**src/hw/rtl/ffs_pkg.sv**
```systemverilog
// Package for the font format sniffer: types, format codes, signatures and the classifier.
`timescale 1ns / 1ps
`default_nettype none

package ffs_pkg;

   localparam int HDR_LEN       = 14;
   localparam int WIN_LEN       = 5;
   localparam int COUNT_W       = 10;
   localparam int SCAN_LIMIT_DEF = 500;

   typedef logic [HDR_LEN-1:0][7:0] hdr_type;
   typedef logic [WIN_LEN-1:0][7:0] win_type;

   typedef enum logic [3:0] {
      FMT_INVALID     = 4'd0,
      FMT_TRUETYPE    = 4'd1,
      FMT_OTF_CFF     = 4'd2,
      FMT_SFNT        = 4'd3,
      FMT_TYPE1       = 4'd4,
      FMT_PCF         = 4'd5,
      FMT_BDF         = 4'd6,
      FMT_WINDOWS_FNT = 4'd7,
      FMT_PFR         = 4'd8,
      FMT_TYPE42      = 4'd9
   } fmt_type;

   // Signature strings, left-justified in 96 bits (first character in the top byte).
   localparam logic [95:0] PAT_ADOBEFONT = "PS-AdobeFont";
   localparam logic [95:0] PAT_FONTTYPE  = {"FontType", 32'h0};
   localparam logic [95:0] PAT_STARTFONT = {"STARTFONT", 24'h0};
   localparam logic [95:0] PAT_ADOBE     = {"-Adobe-", 40'h0};

   localparam logic [31:0] MAGIC_TTF   = 32'h0001_0000;
   localparam logic [31:0] MAGIC_OTTO  = "OTTO";
   localparam logic [31:0] MAGIC_WOFF  = "wOFF";
   localparam logic [31:0] MAGIC_WOFF2 = "wOF2";
   localparam logic [31:0] MAGIC_PCF   = {8'h01, "fcp"};
   localparam logic [31:0] MAGIC_PFR   = "PFR0";
   localparam logic [31:0] MAGIC_PSHDR = "%!PS";
   localparam logic [7:0]  PFB_MARK    = 8'h80;
   localparam logic [7:0]  MZ_M        = 8'h4D;
   localparam logic [7:0]  MZ_Z        = 8'h5A;

   // Four header bytes starting at off against a big-endian word.
   function automatic logic four(hdr_type h, int off, logic [31:0] val);
      logic ok;
      ok = 1'b1;
      for (int k = 0; k < 4; k++) begin
         if (h[4'(off + k)] != val[8*(3-k) +: 8]) begin
            ok = 1'b0;
         end
      end
      return ok;
   endfunction

   // The first len characters of a left-justified pattern against the header at off.
   function automatic logic hdr_match(hdr_type h, int off, logic [95:0] pat, int len);
      logic ok;
      ok = 1'b1;
      for (int k = 0; k < 12; k++) begin
         if (k < len && h[4'(off + k)] != pat[8*(11-k) +: 8]) begin
            ok = 1'b0;
         end
      end
      return ok;
   endfunction

   // Priority classification of a finished file.
   function automatic fmt_type classify(hdr_type h, logic [COUNT_W-1:0] size, logic marker);
      fmt_type code;
      code = FMT_INVALID;
      if (size < 10'd4) begin
         code = FMT_INVALID;
      end else if (four(h, 0, MAGIC_TTF)) begin
         code = FMT_TRUETYPE;
      end else if (four(h, 0, MAGIC_OTTO)) begin
         code = FMT_OTF_CFF;
      end else if (four(h, 0, MAGIC_WOFF)) begin
         if (size >= 10'd8 && four(h, 4, MAGIC_OTTO)) begin
            code = FMT_OTF_CFF;
         end else if (size >= 10'd8 && four(h, 4, MAGIC_TTF)) begin
            code = FMT_TRUETYPE;
         end else begin
            code = FMT_SFNT;
         end
      end else if (four(h, 0, MAGIC_WOFF2)) begin
         code = FMT_SFNT;
      end else if (size > 10'd2 && h[0] == PFB_MARK && h[1] == 8'h01) begin
         code = FMT_TYPE1;
      end else if (size > 10'd14 && h[0] == "%" && h[1] == "!" &&
                   (hdr_match(h, 2, PAT_ADOBEFONT, 12) || hdr_match(h, 2, PAT_FONTTYPE, 8))) begin
         code = FMT_TYPE1;
      end else if (size > 10'd4 && four(h, 0, MAGIC_PCF)) begin
         code = FMT_PCF;
      end else if (size > 10'd9 && hdr_match(h, 0, PAT_STARTFONT, 9)) begin
         code = FMT_BDF;
      end else if (size > 10'd2 && ((h[0] == 8'h00 && h[1] == 8'h00) ||
                                    (h[0] == MZ_M && h[1] == MZ_Z))) begin
         code = FMT_WINDOWS_FNT;
      end else if (size > 10'd4 && four(h, 0, MAGIC_PFR)) begin
         code = FMT_PFR;
      end else if (size > 10'd20 && four(h, 0, MAGIC_PSHDR) &&
                   hdr_match(h, 4, PAT_ADOBE, 7) && marker) begin
         code = FMT_TYPE42;
      end
      return code;
   endfunction

endpackage

`default_nettype wire

```
**src/hw/rtl/font_format_sniffer.sv**
```systemverilog
// Font format sniffer: byte stream in, one format code out per file.
// The format code of a file goes from the accepted request carrying its last byte through the
// input register, then the result register, onto the response channel.
// Throughput: one byte request per cycle; the result register holds a code while the
// next file's bytes keep flowing, and only a last byte waits on a full result register.
// Reset is synchronous and active high and clears all file state and both valid flags.
`timescale 1ns / 1ps
`default_nettype none

module font_format_sniffer #(
   parameter int SCAN_LIMIT = ffs_pkg::SCAN_LIMIT_DEF
) (
   input  wire logic       clock,
   input  wire logic       reset,
   // Request channel: tdata = data_byte[7:0]; tlast = last_byte.
   input  wire logic       req_tvalid,
   output logic            req_tready,
   input  wire logic [7:0] req_tdata,
   input  wire logic       req_tlast,
   // Response channel: tdata = format_code[3:0], zero-filled to 8 bits.
   output logic            rsp_tvalid,
   input  wire logic       rsp_tready,
   output logic [7:0]      rsp_tdata
);

   import ffs_pkg::*;

   // Input register: one byte request parked ahead of the scan logic.
   logic                 in_valid_ff, in_valid_in;
   logic [7:0]           in_data_ff;
   logic                 in_last_ff;

   // File state: header bytes, sliding window, saturating count and the marker flag.
   hdr_type              hdr_ff, hdr_in;
   win_type              win_ff, win_in;
   logic [COUNT_W-1:0]   count_ff, count_in;
   logic                 found_ff, found_in;

   // Result register.
   logic                 rsp_valid_ff, rsp_valid_in;
   fmt_type              rsp_code_ff, rsp_code_in;

   logic                 advance;
   logic                 marker_hit;

   // The parked byte moves into the file state unless it ends a file and the
   // result register is still holding an untaken code.
   assign advance    = in_valid_ff && (!in_last_ff || !rsp_valid_ff || rsp_tready);
   assign req_tready = !in_valid_ff || advance;

   // A "/sfnts" match counts when the window holds "/sfnt", this byte is 's', the
   // match starts before the scan limit, and the 's' is not the file's last byte.
   assign marker_hit = !found_ff && (count_ff >= COUNT_W'(WIN_LEN)) && (in_data_ff == "s") &&
                       (win_ff[0] == "/") && (win_ff[1] == "s") && (win_ff[2] == "f") &&
                       (win_ff[3] == "n") && (win_ff[4] == "t") &&
                       ({1'b0, count_ff} < (COUNT_W+1)'(SCAN_LIMIT + WIN_LEN)) && !in_last_ff;

   always_comb begin
      in_valid_in  = in_valid_ff;
      hdr_in       = hdr_ff;
      win_in       = win_ff;
      count_in     = count_ff;
      found_in     = found_ff;
      rsp_valid_in = rsp_valid_ff;
      rsp_code_in  = rsp_code_ff;

      if (rsp_valid_ff && rsp_tready) begin
         rsp_valid_in = 1'b0;
      end

      if (advance) begin
         in_valid_in = 1'b0;
         // Header capture of the first bytes.
         for (int i = 0; i < HDR_LEN; i++) begin
            if (count_ff == COUNT_W'(i)) begin
               hdr_in[i] = in_data_ff;
            end
         end
         // Window shift, index 0 oldest.
         for (int i = 0; i < WIN_LEN - 1; i++) begin
            win_in[i] = win_ff[i+1];
         end
         win_in[WIN_LEN-1] = in_data_ff;
         count_in = (&count_ff) ? count_ff : count_ff + COUNT_W'(1);
         if (marker_hit) begin
            found_in = 1'b1;
         end

         if (in_last_ff) begin
            // Classify with this byte included, then start a fresh file.
            rsp_valid_in = 1'b1;
            rsp_code_in  = classify(hdr_in, count_in, found_ff);
            hdr_in       = '0;
            win_in       = '0;
            count_in     = '0;
            found_in     = 1'b0;
         end
      end

      if (req_tvalid && req_tready) begin
         in_valid_in = 1'b1;
      end
   end

   always_ff @(posedge clock) begin
      if (reset) begin
         in_valid_ff  <= 1'b0;
         hdr_ff       <= '0;
         win_ff       <= '0;
         count_ff     <= '0;
         found_ff     <= 1'b0;
         rsp_valid_ff <= 1'b0;
      end else begin
         in_valid_ff  <= in_valid_in;
         hdr_ff       <= hdr_in;
         win_ff       <= win_in;
         count_ff     <= count_in;
         found_ff     <= found_in;
         rsp_valid_ff <= rsp_valid_in;
      end
   end

   // Payload registers carry no reset.
   always_ff @(posedge clock) begin
      if (req_tvalid && req_tready) begin
         in_data_ff <= req_tdata;
         in_last_ff <= req_tlast;
      end
      rsp_code_ff <= rsp_code_in;
   end

   assign rsp_tvalid = rsp_valid_ff;
   assign rsp_tdata  = {4'b0000, rsp_code_ff};

`ifndef SYNTH
   // A new code only appears after a last byte left the input register.
   a_rsp_from_last: assert property (@(posedge clock) disable iff (reset)
      $rose(rsp_valid_ff) |-> $past(advance && in_last_ff))
      else $error("response raised without a last byte");

   // The format code is always one of the defined codes.
   a_code_range: assert property (@(posedge clock) disable iff (reset)
      rsp_valid_ff |-> (rsp_tdata[3:0] <= 4'd9))
      else $error("format code out of range");

   // Finishing a file clears the byte count and marker for the next file.
   a_file_restart: assert property (@(posedge clock) disable iff (reset)
      (advance && in_last_ff) |=> (count_ff == '0 && !found_ff))
      else $error("file state not cleared after last byte");
`endif

endmodule

`default_nettype wire

```
**config.mk**
```make
export PLATFORM = sky130hd
export DESIGN_NAME = font_format_sniffer
export DESIGN_NICKNAME = d
export VERILOG_FILES = /design/src/hw/rtl/ffs_pkg.sv /design/src/hw/rtl/font_format_sniffer.sv
export SDC_FILE = /design/constraint.sdc
export NUM_CORES = 1
export LEC_CHECK = 0
export BUFFER_PORTS_ARGS = -buffer_cell sky130_fd_sc_hd__buf_2
export CAP_MARGIN = 25
export CORE_AREA = 2 2 139 141
export DETAILED_ROUTE_END_ITERATION = 16
export DIE_AREA = 0 0 141 143
export PLACE_DENSITY = 0.5
export REMOVE_ABC_BUFFERS = 1
export SYNTH_ARGS = -nofsm -noshare
export SYNTH_HDL_FRONTEND = slang
export SYNTH_SLANG_ARGS = --single-unit
export TNS_END_PERCENT = 20
```
**constraint.sdc**
```tcl
create_clock -name clock -period 3.9 [get_ports clock]
set_input_delay 0.585 -clock clock [delete_from_list [all_inputs] [get_ports clock]]
set_output_delay 0.585 -clock clock [all_outputs]
set_load 0.03 [all_outputs]
```
==> results.py, run 1 <==
metrics = {
    "status": {
        "run_status": "completed",
    },
    "logic_synthesis": {
        "syn-instance-count": 749,
        "synthSimpleGateAreaFrac_pct": 31.6,
        "syn-cell-area_mm2": 0.00587,
        "async_reset_ff_share_pct": 0,
        "ys_warn_count": 0,
        "synth_flop_cell": "dfxtp_1",
        "yosysSeqAreaShare_pct": 32.6,
        "combinational_family_with_the_most_area_after_synthesis": "simple AND/OR/NAND/NOR gates",
        "ys_seq_elements": 89,
        "number_of_synthesized_flops_with_an_enable_pin": 13,
        "synth_cell_type_count": 76,
        "synth-compound-area-share_pct": 23.9,
        "synthesis.area_per_instance_um2": 7.84,
        "arithmetic_cell_share_of_the_synthesized_area_counting_full_adders_half_adders_and_majority_gates_pct": 0.853,
        "post_synth_xor_area_fraction_pct": 0.149,
        "synth.mux.area_fraction_pct": 5.03,
    },
    "placement": {
        "dp_hpwl_um": 17900,
        "pre_cts_slack_ns": 0.300,
        "globalplace.congestion": 0.981,
        "port_buffers": 18,
    },
    "die": {
        "core_area_mm2": 0.0186,
        "floorplan.rows": 50,
        "die_h_um": 143,
        "die_width_um": 141,
        "initial_utilization_pct": 31.6,
        "boundaryPins": 23,
        "die-area_mm2": 0.0202,
    },
    "pwr": {
        "worst_ir_drop_vdd_uv": 220,
        "power_leakage_nw": 2.27,
        "power_density_mw_per_mm2": 323,
    },
    "clock_tree": {
        "cts.repair_timing.setup_buffer_count": 0,
        "clk_path_buf_depth": 2,
        "cts_buffers": 9,
        "clk_pin_slew_ns": 0.07,
        "cts_hold_buffers": 0,
        "clock-sinks": 89,
        "cts_tree": "yes",
        "htree_levels": 3,
        "root_buffer": "clkbuf_16",
        "cts_resizes": 0,
        "clk-insertion-delay-late_ns": 0.36,
    },
    "sta": {
        "report.final.slew_viol_count": 0,
        "final.hold.worst_slack_ns": 0.395,
        "relSlewSlack_pct": 36.9,
        "final-hold-violation-count": 0,
        "timing_worst_slew_pin_value_ns": 0.944,
        "final_layout_setup_total_negative_slack_ns": 0,
        "final_setup_violating_endpoints": 0,
        "min_period_ns": 3.64,
        "final_setup_margin_ns": 0.265,
        "setup_repair_after_global_routing_missed_its_margin": "no",
        "finClkSkew_ns": 0.00900,
        "post-route-period-util_pct": 93.2,
        "timing.fmax_ghz": 0.275,
    },
    "setup_path": {
        "timing.critical_path.arrival_ns": 3.83,
        "largest_delay_share_family_worst_path": "simple AND/OR/NAND/NOR gates",
        "criticalPathCategory": "reg2reg",
        "critical_path.startpoint_type": "register",
        "worstSetupStartpoint": "count_ff[1]$_SDFFE_PP0P_",
        "cpMaxStageDelayCell": "or3b_2",
        "crit_path_max_incr_delay_ns": 0.58,
        "critPathMostFrequentCell": "a21oi_1",
        "crit_chain": "inv_1 > ha_1 > or3b_2 > nor4_1 > a21oi_1 > a2111o_1 > or4_4 > a2111oi_4 > o32ai_1 > a21oi_1",
        "worstPathMaxFanout": 7,
        "timing.critical_path.buf_inv": 1,
        "r2r_start": "count_ff[1]$_SDFFE_PP0P_",
        "cp_data_required_time_ns": 4.09,
        "kind_of_capture_point_of_the_worst_setup_path": "register",
    },
    "routing": {
        "detail_route.vias_per_cell": 6.20,
        "route.detailed.drc": 0,
        "routed-via-count": 6098,
        "dr.pass1.iters": 7,
        "totalWireLength_um": 23500,
        "detailedRoute.firstIterationViolations": 617,
        "drt.antenna.violating_nets": 0,
        "wire_per_inst_um": 23.9,
    },
    "min_path": {
        "min_from": "req_tdata[1]",
        "timing.hold.worst.class": "in2reg",
    },
    "job": {
        "timing.max_cap.violations": 0,
    },
    "final_layout": {
        "fin_nets": 761,
        "area.growth.synth_to_final_pct": 11.8,
        "final_layout_size_suffix_gt1_share_pct": 13.2,
        "antenna_cells_inserted": 0,
        "filler_cell_count": 1936,
    },
    "global_routing": {
        "grt_remaining_overflow": 0,
        "grt_antenna_before_repair": 0,
        "grtUsageTotal_pct": 23.6,
        "pin_count_of_the_biggest_net_entering_global_routing": 40,
        "first_global_vias": 5933,
        "first_pass_grt_wire_length_um": 35700,
    },
}
synth_stat cells, drive strengths merged, types with 7 or more instances:
master | count | area share (%)
nand3 | 25 | 2.1
and3 | 11 | 1.2
nand2b | 10 | 1.1
a32oi | 12 | 1.8
a22oi | 54 | 6.9
a2111oi | 7 | 1.4
nor2b | 19 | 2.0
or2 | 8 | 0.85
or3 | 9 | 0.96
edfxtp | 13 | 6.6
and2 | 7 | 0.75
nor3b | 7 | 0.98
dfxtp | 76 | 26
buf | 11 | 1.2
nor4 | 14 | 1.7
nor3 | 17 | 1.8
a21oi | 21 | 1.8
or4 | 9 | 1.3
nand2 | 38 | 2.4
mux2i | 25 | 4.3
a31oi | 10 | 1.1
inv | 9 | 0.58
nor2 | 132 | 8.4
nand4 | 18 | 1.9
o21ai | 29 | 2.5
clkbuf | 62 | 4.0
o31ai | 7 | 0.90
cell families after synthesis:
group,after synthesis
flops,89
simple gates,351
buf+inv,82
fa+ha+maj,4
other cells,1
mux,29
xor+xnor,1
compound gates,192
registers in the layout, indices dropped and copies added, names as in the netlist:
signal,count
count_ff,10
in_valid_ff,1
rsp_tvalid,1
in_last_ff,1
rsp_code_ff,4
hdr_ff,64
in_data_ff,8
worst paths after layout:
kind	end	slack [ns]	cells past startpoint
hold reg to reg	hdr_ff[62]$_SDFFE_PP0P_	0.52	2
setup reg to reg	rsp_code_ff[1]$_SDFFCE_PP0P_	0.26	10
setup / recovery	rsp_code_ff[1]$_SDFFCE_PP0P_	0.26	10
hold / removal	in_data_ff[1]$_DFFE_PP_	0.39	1
per-layer routing:
layer  vias to the layer above  routed length [um]  global-route usage (%)
met1                      2955               10300                    30.7
met5                         -                   0                       0
met4                         0                 969                    11.3
met2                       286               10400                    37.1
li1                       2789                   -                       -
met3                        68                1850                    5.47
power by group:
| group | internal (mW) | leakage [nW] | switching (mW) | total (mW) |
|---|---|---|---|---|
| Clock | 0.568 | 0.157 | 0.408 | 0.975 |
| Sequential | 0.941 | 0.739 | 0.0203 | 0.961 |
| Combinational | 0.0500 | 1.37 | 0.135 | 0.185 |
| Total | 1.56 | 2.27 | 0.563 | 2.12 |
stage by stage:
stage          instance area, um2  power (mW)  util [%]  std cells
2_1_floorplan                5580        1.06         -        679
3_3_place_gp                 6240        1.16      33.6        967
3_5_place_dp                 6240        1.16      33.6        967
4_1_cts                      6560        2.14      35.3        983
5_1_grt                      6560        2.20      35.3        983
6_report                     6560        2.12      35.3        983
layout make-up:
type                       count  area [um2]  area share, %
clock buffer                   9         225           3.43
multi-input combinational    581        3640           55.5
timing repair buffer          54         360           5.49
tap                          234         293           4.46
clock inverter                 7        98.8           1.51
sequential                    89        1910           29.1
inverter                       9        33.8          0.515
placed cells by master (no fill, tap or decap), drive strengths merged, types with 8 or more instances in the layout:
cell	Yosys	routed
mux2i	25	25
or2	8	8
a31oi	10	10
a32oi	12	12
a21oi	21	21
nor2b	19	19
nand2	38	38
inv	9	12
or3	9	9
clkbuf	62	9
a22oi	54	54
nor3	17	17
nand3	25	25
buf	11	54
and3	11	11
nand2b	10	10
nand4	18	18
nor2	132	132
or4	9	9
o21ai	29	29
edfxtp	13	13
nor4	14	14
dfxtp	76	76
Power figures use the tool's default switching activity.
==> run 2: changes to the inputs <==
Clock period 3.9 ns to 3.6 ns, I/O delays scaled along.
==> results.py, run 2 (synthesis results as in run 1) <==
metrics = {
    "routing": {
        "totalWireLength_um": 22700,
        "met3WireLength_um": 1620,
        "routed-via-count": 6083,
        "wire_per_inst_um": 22.7,
        "detailroute.wirelength.met2_um": 10200,
        "detailedRoute.firstIterationViolations": 605,
        "route.detailed.drc": 0,
        "wl_met1_um": 10200,
        "detail_route.vias_per_cell": 6.10,
        "top_layer": "met4",
        "dr.pass1.iters": 5,
        "drt.antenna.violating_nets": 0,
    },
    "final_layout": {
        "fin_nets": 776,
        "largestRegisters": "hdr_ff (64), count_ff (10), in_data_ff (8)",
        "filler_cell_count": 1914,
        "mostFrequentLayoutCell": "nor2_1",
        "finalNonFillerCells": 998,
        "area.growth.synth_to_final_pct": 14.1,
        "post_layout_inst_area_mm2": 0.00670,
        "top_library_cells_by_usage_in_the_layout_fill_and_taps_aside": "nor2_1 (132), dfxtp_1 (76), a22oi_1 (54)",
        "antenna_cells_inserted": 0,
        "flip_flop_count_of_the_largest_register_all_copies_and_words_added": 64,
        "top_register": "hdr_ff",
        "final_layout_size_suffix_gt1_share_pct": 15.8,
    },
    "die": {
        "initial_utilization_pct": 31.6,
        "floorplan.rows": 50,
        "boundaryPins": 23,
        "die-area_mm2": 0.0202,
        "die_width_um": 141,
        "die_h_um": 143,
        "core_area_mm2": 0.0186,
    },
    "clock_tree": {
        "clock-sinks": 89,
        "clk_path_buf_depth": 2,
        "cts_buffers": 9,
        "root_buffer": "clkbuf_16",
        "cts.repair_timing.setup_buffer_count": 0,
        "clk_pin_slew_ns": 0.07,
        "cts_tree": "yes",
        "htree_levels": 3,
        "clk-insertion-delay-late_ns": 0.36,
        "cts_hold_buffers": 0,
    },
    "job": {
        "timing.max_cap.violations": 0,
    },
    "pwr": {
        "pwr-share-comb_pct": 9.0,
        "power.share.switching_pct": 27.1,
        "share_clk_of_total_power_pct": 44.2,
        "power_density_mw_per_mm2": 332,
        "total_switching_power_uw": 601,
        "power_leakage_nw": 2.35,
        "internal_power_mw": 1.62,
        "p_total_mw": 2.22,
        "part_of_the_total_power_dissipated_in_sequential_elements_pct": 46.9,
        "worst_ir_drop_vdd_uv": 213,
    },
    "placement": {
        "port_buffers": 18,
        "detailed_place.area_mm2": 0.00635,
        "post-place-cells": 982,
        "globalplace.congestion": 1.03,
        "dp_hpwl_um": 17200,
        "pre_cts_slack_ns": -0.0642,
    },
    "sta": {
        "timing.fmax_ghz": 0.290,
        "post-route-period-util_pct": 95.9,
        "final_setup_margin_ns": 0.149,
        "final-hold-violation-count": 0,
        "timing_worst_slew_pin_value_ns": 1.06,
        "final_setup_violating_endpoints": 0,
        "final_layout_setup_total_negative_slack_ns": 0,
        "report.final.slew_viol_count": 0,
        "min_period_ns": 3.45,
        "relSlewSlack_pct": 28.8,
        "setup_repair_after_global_routing_missed_its_margin": "yes",
        "finClkSkew_ns": 0.0127,
    },
    "status": {
        "run_status": "completed",
    },
    "setup_path": {
        "r2r_setup_slack_ns": 0.15,
        "criticalPathCategory": "reg2reg",
        "worstPathMaxFanout": 12,
        "critical_path.startpoint_type": "register",
        "cp_data_required_time_ns": 3.68,
        "timing.critical_path.arrival_ns": 3.53,
        "kind_of_capture_point_of_the_worst_setup_path": "register",
    },
    "global_routing": {
        "first_global_vias": 5768,
        "grt_antenna_before_repair": 0,
        "first_pass_grt_wire_length_um": 34700,
        "grtUsageTotal_pct": 22.7,
        "pin_count_of_the_biggest_net_entering_global_routing": 45,
        "grt_remaining_overflow": 0,
    },
    "min_path": {
        "timing.hold.worst.class": "in2reg",
    },
}
-- run 2: cell types whose count changed in the layout (fill, tap and decap cells not counted), sizes merged --
cell	before	now
buf	54	69
bufinv	2	1
clkinvlp	1	2
-- run 2: timing repair --
item | 4_1_cts | 5_1_grt
cloned | 0 | 0
setup endpoints to repair | 2 | 3
gates resized for setup | 1 | 11
-- run 2: cell type report --
type	instances	area (um2)	share of cell area, %
clock buffer	9	225	3.36
clock inverter	7	75.1	1.12
inverter	9	33.8	0.504
multi-input combinational	581	3690	55.0
sequential	89	1910	28.5
tap	234	293	4.37
timing repair buffer	69	473	7.06
-- run 2: power by group through the flow --
| stage | Combinational [mW] | Clock, mW | Sequential, mW |
|---|---|---|---|
| final | 0.200 | 0.981 | 1.04 |
| after floorplan | 0.0843 | 0 | 1.06 |
| after global placement | 0.195 | 0 | 1.06 |
| after CTS | 0.194 | 0.998 | 1.04 |
| after detailed placement | 0.194 | 0 | 1.06 |
| after global routing | 0.211 | 1.04 | 1.04 |
-- run 2: worst paths after layout --
check | from | to | cells past startpoint
worst max-delay path | count_ff[0]$_SDFFE_PP0P_ | rsp_code_ff[2]$_SDFFCE_PP0P_ | 10
worst min-delay path | req_tdata[1] | in_data_ff[1]$_DFFE_PP_ | 1
worst min register to register | hdr_ff[41]$_SDFFE_PP0P_ | hdr_ff[41]$_SDFFE_PP0P_ | 2
worst max register to register | count_ff[0]$_SDFFE_PP0P_ | rsp_code_ff[2]$_SDFFCE_PP0P_ | 10
-- run 2: critical path, stage by stage (launching register included) --
cell	delay, ns
dfxtp_1	0.47
ha_1	0.21
buf_4	0.19
and4_2	0.34
mux2i_1	0.19
a41o_1	0.22
nand3_1	0.20
or4_1	0.61
and3_1	0.20
a2111oi_1	0.46
nor4_2	0.07
-- run 2: per-layer routing --
metal,vias up,GRT usage (%)
li1,2819,-
met1,2969,30.5
met2,258,36.5
met3,37,4.36
met4,0,7.74
met5,-,0
-- run 2: metrics by stage --
stage	hold slack, ns	utilization [%]
after global routing	0.341	36.1
after CTS	0.343	35.8
final	0.347	36.1
after floorplan	0.450	-
after global placement	0.474	34.2
after detailed placement	0.489	34.2
